--- src/rtl/mmf_pkg.sv ---
// mmf_pkg: shared types and constants of the masked 3x3 median filter.
// Used by the channel interfaces, the top level, the median pipeline and the checker.
package mmf_pkg;

  localparam int PIX_W     = 8;
  localparam int COL_OUT_W = 11;
  localparam int ROW_OUT_W = 12;
  localparam int CFG_IDX_W = 1;
  localparam int CFG_DAT_W = 13;
  localparam int IMG_W_W   = 12;
  localparam int IMG_H_W   = 13;

  // register indexes of the configuration port
  localparam logic [CFG_IDX_W-1:0] CFG_IMAGE_WIDTH  = 1'd0;
  localparam logic [CFG_IDX_W-1:0] CFG_IMAGE_HEIGHT = 1'd1;

  localparam logic [IMG_W_W-1:0] IMAGE_WIDTH_RST  = 12'd640;
  localparam logic [IMG_H_W-1:0] IMAGE_HEIGHT_RST = 13'd480;

  typedef logic [PIX_W-1:0] pix_t;

  localparam pix_t PIX_WHITE = 8'hFF;
  localparam pix_t PIX_ZERO  = 8'h00;

  // one stored pixel: grey level plus mask bit
  typedef struct packed {
    logic mask;
    pix_t pix;
  } ent_t;

  // one line memory word: rows r-2 and r-1 at the same column
  typedef struct packed {
    ent_t upper;
    ent_t middle;
  } line_ent_t;

  // 3x3 neighborhood in network order
  typedef pix_t [8:0] nine_t;

  // sideband that travels with a window through the median pipeline
  typedef struct packed {
    logic [COL_OUT_W-1:0] col;
    logic [ROW_OUT_W-1:0] row;
    logic                 last;
    logic                 interior;
    logic                 masked;
  } res_tag_t;

endpackage

--- src/rtl/mmf_median9.sv ---
// mmf_median9: three-stage pipelined 19-exchange median-of-nine network
// with final border/mask selection. Depends on mmf_pkg.
module mmf_median9 import mmf_pkg::*; (
  input  logic     clk,
  input  logic     rst,
  input  logic     in_valid,
  output logic     in_ready,
  input  nine_t    in_vals,
  input  res_tag_t in_tag,
  output logic     out_valid,
  input  logic     out_ready,
  output pix_t     out_value,
  output res_tag_t out_tag
);

  // compare-exchange: smaller value ends at position i
  function automatic nine_t cx(nine_t v, int unsigned i, int unsigned j);
    nine_t r;
    r = v;
    if (v[i] > v[j]) begin
      r[i] = v[j];
      r[j] = v[i];
    end
    return r;
  endfunction

  logic     a_valid, b_valid, c_valid;
  logic     a_ready, b_ready, c_ready;
  nine_t    a_vals, b_vals;
  nine_t    a_next, b_next, c_sorted;
  res_tag_t a_tag, b_tag, c_tag;
  pix_t     c_value, c_next;

  // stall chain: a stage loads when it is empty or its content moves on
  assign c_ready  = !c_valid || out_ready;
  assign b_ready  = !b_valid || c_ready;
  assign a_ready  = !a_valid || b_ready;
  assign in_ready = a_ready;

  // row sorts (three exchange layers)
  always_comb begin
    a_next = in_vals;
    a_next = cx(a_next, 1, 2);
    a_next = cx(a_next, 4, 5);
    a_next = cx(a_next, 7, 8);
    a_next = cx(a_next, 0, 1);
    a_next = cx(a_next, 3, 4);
    a_next = cx(a_next, 6, 7);
    a_next = cx(a_next, 1, 2);
    a_next = cx(a_next, 4, 5);
    a_next = cx(a_next, 7, 8);
  end

  // cross-row layers
  always_comb begin
    b_next = a_vals;
    b_next = cx(b_next, 0, 3);
    b_next = cx(b_next, 5, 8);
    b_next = cx(b_next, 4, 7);
    b_next = cx(b_next, 3, 6);
    b_next = cx(b_next, 1, 4);
    b_next = cx(b_next, 2, 5);
    b_next = cx(b_next, 4, 7);
  end

  // final diagonal exchanges and result selection
  always_comb begin
    c_sorted = b_vals;
    c_sorted = cx(c_sorted, 4, 2);
    c_sorted = cx(c_sorted, 6, 4);
    c_sorted = cx(c_sorted, 4, 2);
    if (!b_tag.interior) begin
      c_next = PIX_ZERO;
    end else if (b_tag.masked) begin
      c_next = c_sorted[4];
    end else begin
      c_next = PIX_WHITE;
    end
  end

  // stage valids
  always_ff @(posedge clk) begin
    if (rst) begin
      a_valid <= 1'b0;
      b_valid <= 1'b0;
      c_valid <= 1'b0;
    end else begin
      if (a_ready) a_valid <= in_valid;
      if (b_ready) b_valid <= a_valid;
      if (c_ready) c_valid <= b_valid;
    end
  end

  // stage payloads
  always_ff @(posedge clk) begin
    if (a_ready && in_valid) begin
      a_vals <= a_next;
      a_tag  <= in_tag;
    end
    if (b_ready && a_valid) begin
      b_vals <= b_next;
      b_tag  <= a_tag;
    end
    if (c_ready && b_valid) begin
      c_value <= c_next;
      c_tag   <= b_tag;
    end
  end

  assign out_valid = c_valid;
  assign out_value = c_value;
  assign out_tag   = c_tag;

endmodule

--- config.mk ---
export PLATFORM = sky130hd
export DESIGN_NAME = mmf_median9
export DESIGN_NICKNAME = d
export VERILOG_FILES = /design/src/rtl/mmf_pkg.sv /design/src/rtl/mmf_median9.sv
export SDC_FILE = /design/constraint.sdc
export NUM_CORES = 1
export LEC_CHECK = 0
export ABC_AREA = 0
export BUFFER_PORTS_ARGS = -buffer_cell sky130_fd_sc_hd__buf_2
export CAP_MARGIN = 15
export CORE_ASPECT_RATIO = 1.5
export CORE_MARGIN = 2
export CORE_UTILIZATION = 35
export CTS_CLUSTER_DIAMETER = 100
export CTS_CLUSTER_SIZE = 25
export DETAILED_ROUTE_END_ITERATION = 7
export PLACE_DENSITY = 0.52
export SLEW_MARGIN = 20
export SYNTH_ARGS = -nofsm -noshare
export SYNTH_HDL_FRONTEND = slang
export SYNTH_SLANG_ARGS = --single-unit
--- constraint.sdc ---
create_clock -name clk -period 10.6 [get_ports clk]
set_clock_uncertainty 0.2 [all_clocks]
set_input_delay 1.59 -clock clk [delete_from_list [all_inputs] [get_ports clk]]
set_output_delay 1.59 -clock clk [all_outputs]
set_load 0.01 [all_outputs]
# Word level (Yosys, flattened, before mapping)
# Index checks and enable logic that the tools add are counted.
word_totals:
  latchBits: 0
  rom_bits: 0
  output_inout_bits: 36
  regBits: 185
  inputBits: 102
  memories: 0
  ramBits: 0
  elab_cells: 81
classes:
  n_shift: 0
  n_addsub: 0
  mul: 0
  muxes: 22
  n_bitwise: 0
  magnitude_cmp: 19
  n_reduce_logical: 9
  n_eq_ne: 0
  n_div: 0
op_table:
  columns: ["cell", "n"]
  rows:
  - ["greater-than comparator 8 bit", 19]
  - ["2-to-1 mux 16 bit", 9]
  - ["2-to-1 mux 8 bit", 13]
  - ["logical AND 1 bit", 3]
  - ["logical NOT 1 bit", 3]
  - ["logical OR 1 bit", 3]

# Longest topological paths before layout
# Gate-level depths: netlist (run 1).
logic_depth:
  depth_word: 7
  mapped_depth: 25

# Worst setup path after synthesis (run 1)
# No wires, ideal clock.
synth_timing:
  kind: "in2reg"
  start: "in out_ready"
  end: "reg a_tag[0] in the netlist's numbering (enable)"
  cell_stages: 2
  setup_time_ns: 0.613
  setup_slack_ns: 3.188
  path_buffers: 0
  required_ns: 9.787
  arrival_ns: 6.599
  path_cell_list: "nor2b_1 > a31oi_1"
synth_via:
  elab_chain_len: 4
synth_lines:
  columns: ["item", "line_no", "rtl"]
  rows:
  - ["start, declared", "mmf_median9.sv:11", "input logic out_ready,"]
  - ["logical OR 1 bit", "mmf_median9.sv:35", "assign c_ready = !c_valid || out_ready;"]
  - ["logical OR 1 bit", "mmf_median9.sv:36", "assign b_ready = !b_valid || c_ready;"]
  - ["logical OR 1 bit", "mmf_median9.sv:37", "assign a_ready = !a_valid || b_ready;"]
  - ["logical AND 1 bit", "mmf_median9.sv:96", "if (a_ready && in_valid) begin"]
  - ["end signal, assigned", "mmf_median9.sv:98", "a_tag <= in_tag;"]
  - ["end, declared", "mmf_median9.sv:31", "res_tag_t a_tag, b_tag, c_tag;"]
# Every way passes these cells.
# A chain may end at the register's enable or synchronous reset.

==> metrics, run 1 <==
# diodes 0; core footprint approximately 35000 um2; Crit Path Max Fanout 31; sequential area share after synthesis around 45%; Post-CTS Setup Inserts 0; #FFs+latches synth 185; fmax 145.8 MHz; cell internal pwr 2.188 mW; final WL between 20 and 30 mm; Post-DRT Antenna Nets 0; Yosys warning count 0; vias in the first global route approximately 8300; Setup Viol. Count Final 0; Post-CTS Hold Buffers 0; Remaining Overflow, GRT 0; P_sw 1.469 mW; post-synth net total 1329; DR WL/cell approximately 17 um; initial core utilization about a third; CP Data Required Time around 11000 ps; synthesized area around 12000 um2; Static Leak between 6 and 7 nW; number of synthesized flops with an enable pin about 180; HP Class flop to flop; count of cell types in the netlist 52; Final Util 40.51%; Comb pwr share 52.9%; Setup TNS 0 ps; Initial DRC Count a little over 300; status complete, no violations; htree depth 4; main flop type after synthesis edfxtp_1; via count approximately 8500; Worst Setup End Kind flop; slowest stage delay, CP between 700 and 800 ps; clock buffer count from CTS 17; commonest non-fill, non-tap cell in the layout edfxtp_1; fin worst setup slack ~3700 ps; Sw Share 40.18%; startpoint types primary input; Sink Count roughly 190; Max Cap Violations 0; nets 1469; chip height between 200 and 250 um; Max-Slew Margin vs Limit between 30 and 40%; Ports 138; register share of total power a little under a third; CTS Buffer Depth 2; CP most frequent cell ha_1; Die W ~160 um; worst-skew pair later-pin latency ~450 ps; share of cells above drive strength 1 a little under a quarter; die area ~37000 um2; pin count of the biggest net entering global routing 54; CTS tree done; worst ir drop on vdd ~0.00011 V; most frequent cells in the layout edfxtp_1, ha_1, buf_2; RSZ-0062 raised after global routing false; slowest CP cell a22o_1; Tcrit/Tclk final between 60% and 70%; synthesized instance count approximately 1100; Area Growth Syn to Fin 14.81%; Clk pwr share 17.0%; Async S/R FF share, synth 0%; total track usage about 16%; first-pass detailed-route iteration total 4; fin crit period ~6900 ps; Final Hold Viols 0; DP HPWL roughly 23 mm; row count 84; Setup Crit Path Kind primary input to flop; Critical Path, Cell by Cell buf_2, inv_1, ha_1, and4b_1, a211oi_1, o221a_1, or2_1, mux2i_2, ha_1, a21oi_1, nor2_1, a211oi_1, a22o_1, a21o_1, inv_1, ha_1, nor2b_1, o21a_1, o21ai_0, a21oi_1, o21ai_2, mux2i_1; Slew Viols, Final 0; Avg Cell Area, Syn ~11 um2; Crit path arrival time between 6000 and 7000 ps; GPL Wtd Cong around 0.87; first-pass GRT wire length approximately 44 mm; initial antenna violation count 0; I/O Buffers between 100 and 150; DRC Markers 0; Worst-Margin Slew about 940 ps; Reg clk slew, reported paths 70 ps; DP Worst Slack 3265 ps; pwr dens ~260 nW/um2; post-CTS resize count 0; post-detailed-route via-to-cell ratio 5.024; Root Buffer clkbuf_16
final cells by class:
cell class,instances,area (um2)
fill,3377,20690
multi-input combinational,753,6233
sequential,185,5525
timing repair buffer,144,738.2
tap,473,591.8
inverter,114,427.9
clock buffer,17,425.4
clock inverter,15,151.4
synthesized netlist by cell type, types with 2 or more instances:
master    instances  area, um2
o31ai_4           2      42.54
a211oi_1          6      45.04
a21oi_1          87      435.4
a21boi_0          8      60.06
o21a_1            3      22.52
o21ai_1           6      30.03
or3_1            14      87.58
a31oi_1           3      18.77
o31a_1            2      17.52
o21ai_2           6      52.55
buf_4             2      15.01
mux2_2           37      416.7
o21ai_0          53      265.3
mux2i_2           9      123.9
inv_1           114      427.9
mux2_4            3      45.04
a21o_1           15      112.6
a21oi_2           2      17.52
buf_1             4      15.01
nor2_1           55      206.5
and3_1            2      12.51
o221a_1           8      90.09
o221a_2          29      326.6
nand3_1           7      35.03
nor2b_1          20      125.1
buf_2             5      25.02
clkbuf_1          8      30.03
o211ai_1          5      37.54
edfxtp_1        182       5465
nor2_2            3      18.77
ha_1            152       1902
o211ai_2          2      25.02
buf_6             4      45.04
dfxtp_1           3      60.06
mux2i_1          95      950.9
or2_2             7      43.79
nand4_1          32      200.2
nand2b_1         19      118.9
nand2_1          47      176.4
o22ai_2           2      25.02
sequential cells by signal (all words and copies together), names as in the netlist, 8 cells and up:
| register | cells |
|---|---|
| a_tag | 26 |
| b_vals | 24 |
| out_value | 8 |
| b_tag | 26 |
| a_vals | 72 |
| out_tag | 26 |
routing by layer:
layer | track usage (%) | part of all wire, % | up-vias
met2 | 29.52 | 54 | 147
met4 | 7.683 | 3.7 | 0
li1 | - | - | 4339
met5 | 0 | 0 | -
met1 | 17.04 | 40 | 4015
met3 | 2.301 | 2.7 | 44
critical path, delay by kind of cell:
kind	cells	cell delay, ps
buf+inv	3	220
compound gates	10	2730
simple gates	4	900
mux	2	490
fa+ha+maj	3	900
kinds of logic (layout without fill, tap and decap cells):
family | count (synthesis) | count (layout) | synth area share, %
mux | 144 | 144 | 12.52
compound gates | 245 | 245 | 13.66
simple gates | 212 | 212 | 8.776
buf+inv | 137 | 290 | 4.546
fa+ha+maj | 152 | 152 | 15.49
flops | 185 | 185 | 45.01
worst paths after layout:
path | startpoint | end | slack [ps] | depth (start not counted)
max | in_vals[67] | a_vals[71] | 3740 | 22
min | b_tag[14] | out_tag[14] | 210 | 0
max reg2reg | b_vals[33] | out_value[5] | 4640 | 20
min reg2reg | b_tag[14] | out_tag[14] | 210 | 0
through the flow:
step | cells | hold WS (ps) | power [mW] | cell area, um2
after floorplan | 1075 | 200.3 | 2.596 | 12280
after global placement | 1669 | 200.6 | 3.043 | 13520
after detailed placement | 1669 | 204.5 | 3.071 | 13520
after CTS | 1701 | 214.9 | 3.707 | 14090
after global routing | 1701 | 221.1 | 3.977 | 14090
final | 1701 | 212.9 | 3.657 | 14090
power by group through the flow:
stage	registers (mW)	clock network [mW]	logic, mW
global placement	1.12	0	1.93
finish	1.10	0.622	1.94
detailed placement	1.12	0	1.95
floorplan	1.08	0	1.51
CTS	1.10	0.641	1.96
global route	1.11	0.666	2.20
(Power assumes the default switching activity.)
==> inputs of run 2 (changes only) <==
--- a/config.mk
+++ b/config.mk
@@ -14,7 +14,7 @@
 export CTS_CLUSTER_DIAMETER = 100
 export CTS_CLUSTER_SIZE = 25
 export DETAILED_ROUTE_END_ITERATION = 7
-export PLACE_DENSITY = 0.52
+export PLACE_DENSITY = 0.54
 export SLEW_MARGIN = 20
 export SYNTH_ARGS = -nofsm -noshare
 export SYNTH_HDL_FRONTEND = slang
==> constraint.sdc (replaced) <==
create_clock -name clk -period 5.85 [get_ports clk]
set_clock_uncertainty 0.2 [all_clocks]
set_input_delay 0.8775 -clock clk [delete_from_list [all_inputs] [get_ports clk]]
set_output_delay 0.8775 -clock clk [all_outputs]
set_load 0.01 [all_outputs]
==> metrics, run 2 (synthesis results as in run 1) <==
max reg flops 72 (unchanged); clock buffer count from CTS 17 (unchanged); pin count of the biggest net entering global routing 51 (-5.6%); Area Growth Syn to Fin 18.53%; Total Power 6.880 mW (+88%); Worst Setup End Kind flop; pwr dens 472.9 nW/um2 (+82%); Critical R2R Launch b_vals[22]; Crit path arrival time 5570 ps (-1260 ps); die area 36620 um2 (unchanged); DR WL/cell 16.65 um (-0.90%); Max-Slew Margin vs Limit 37.99% (+0.92 points); CTS Buffer Depth 2 (unchanged); Worst-Margin Slew 928.3 ps (-15.70 ps); chip height 233.4 um (unchanged); first-pass detailed-route iteration total 5 (+1); Reg clk slew, reported paths 70 ps (about the same); via count 8774 (+2.7%); first-pass GRT wire length 45.45 mm (+3.5%); total track usage 16.25% (+0.52 points); path depth of the worst reg2reg path 21 (+5.0%); CTS tree done; Non-Filler Instances 1748 (+2.8%); DRC Markers 0 (unchanged); Crit Path Max Fanout 24 (-23%); worst ir drop on vdd 0.0002415 V (+120%); Tcrit/Tclk final about 94%; RSZ-0062 raised after global routing false; Initial DRC Count 333 (+10%); final WL 29.10 mm (+1.8%); WHS Path Cells 0 (unchanged); Most flops, register a_vals; initial core utilization 35.29% (unchanged); initial antenna violation count 0 (unchanged); # fillers 3341 (-1.1%); Final Hold Viols 0 (unchanged); Post-DRT Antenna Nets 0 (unchanged); Slew Viols, Final 0 (unchanged); startpoint types primary input; Cell Count Post-Placement 1715 (+2.8%); DP HPWL 23.82 mm (+3.2%); worst-skew pair later-pin latency 440 ps (about the same); GPL Wtd Cong 0.8659 (-0.55%); fmax 182.5 MHz; nets 1516 (+3.2%); core footprint 34790 um2 (unchanged); Setup Viol. Count Final 0 (unchanged); HP Class flop to flop; row count 84 (unchanged); Hold Path Sink out_tag[10]; Setup TNS 0 ps (unchanged); htree depth 4 (unchanged); share of cells above drive strength 1 26.59% (+3.2 points); hold_sp b_tag[10]; Max Cap Violations 0 (unchanged); Post-CTS Hold Buffers 0 (unchanged); Static Leak 6.371 nW (+4.2%); # diodes 0 (unchanged); Remaining Overflow, GRT 0 (unchanged); fin crit period 5479 ps; Sink Count 185 (unchanged); r2r setup slk 470 ps (-4170 ps); vias in the first global route 8808 (+5.8%); Ports 138 (unchanged); Critical R2R Capture out_value[2]; Root Buffer clkbuf_16; Setup Crit Path Kind primary input to flop; Die W 156.9 um (unchanged); CP Data Required Time 5940 ps (-4640 ps); Hold WS 220.1 ps (+7.216 ps); I/O Buffers 137 (unchanged); status complete, no violations; commonest non-fill, non-tap cell in the layout edfxtp_1; most frequent cells in the layout edfxtp_1, ha_1, buf_2; post-detailed-route via-to-cell ratio 5.019 (about the same)
==> run 2: worst max path at each step <==
stage                startpoint      endpoint  slack [ps]  depth (start not counted)
floorplan           in_vals[41]    a_vals[41]          60                         24
global placement    in_vals[41]    a_vals[45]         -20                         25
detailed placement  in_vals[45]    a_vals[45]         -90                         24
CTS                  b_vals[17]  out_value[2]         190                         24
global route        in_vals[45]    a_vals[44]           9                         23
finish              in_vals[21]    a_vals[18]         370                         23
==> run 2: power breakdown <==
part	leakage, nW	internal (mW)	switching, mW	total (mW)
Combinational	4.32	1.71	2.04	3.75
Clock	0.289	0.571	0.552	1.12
Sequential	1.77	1.84	0.166	2.00
Total	6.37	4.12	2.76	6.88
==> run 2: per-layer routing <==
| metal | GRT usage (%) | up-vias | wire (um) | share of wire (%) |
|---|---|---|---|---|
| met3 | 2.542 | 52 | 898 | 3.1 |
| li1 | - | 4426 | - | - |
| met4 | 7.970 | 0 | 1140 | 3.9 |
| met2 | 31.48 | 176 | 16010 | 55 |
| met1 | 16.63 | 4120 | 11050 | 38 |
| met5 | 0 | - | 0 | 0 |
==> run 2: worst max-delay path, cell delays in order <==
cell and delay, ps:
buf_2 140, inv_1 80, ha_1 300, a211oi_2 190
nor2_1 110, o31ai_4 300, buf_4 220, nor2_1 50
a21oi_1 220, ha_1 300, a21oi_1 120, o21ai_0 110
o21ai_2 290, buf_12 200, nor2_1 50, a21oi_1 200
ha_1 290, a21oi_1 140, o21ai_0 130, o21ai_2 290
nor2b_1 100, mux2i_1 510, o221a_1 340
==> run 2: final cells by class <==
| cell class | count | area, um2 | share of cell area (%) |
|---|---|---|---|
| Clock buffer | 17 | 425.4 | 2.924 |
| Sequential cell | 185 | 5525 | 37.97 |
| Tap cell | 473 | 591.8 | 4.067 |
| Clock inverter | 15 | 157.7 | 1.083 |
| Inverter | 114 | 427.9 | 2.941 |
| Multi-Input combinational cell | 753 | 6269 | 43.08 |
| Timing Repair Buffer | 191 | 1154 | 7.928 |
==> run 2: stage by stage <==
step / setup slack (ps) / utilization [%] / cell area, um2
CTS: 192.9 / 41.70 / 14510
global route: 8.946 / 41.82 / 14550
global placement: -22.31 / 40.03 / 13920
detailed placement: -91.58 / 40.03 / 13920
floorplan: 62.52 / - / 12280
finish: 371.0 / 41.82 / 14550
==> run 2: repair_timing <==
action,4_1_cts,5_1_grt
endpoints found under the setup margin,0,16
buffers inserted,0,1
resized for setup,0,9
endpoints found under the hold margin,0,0
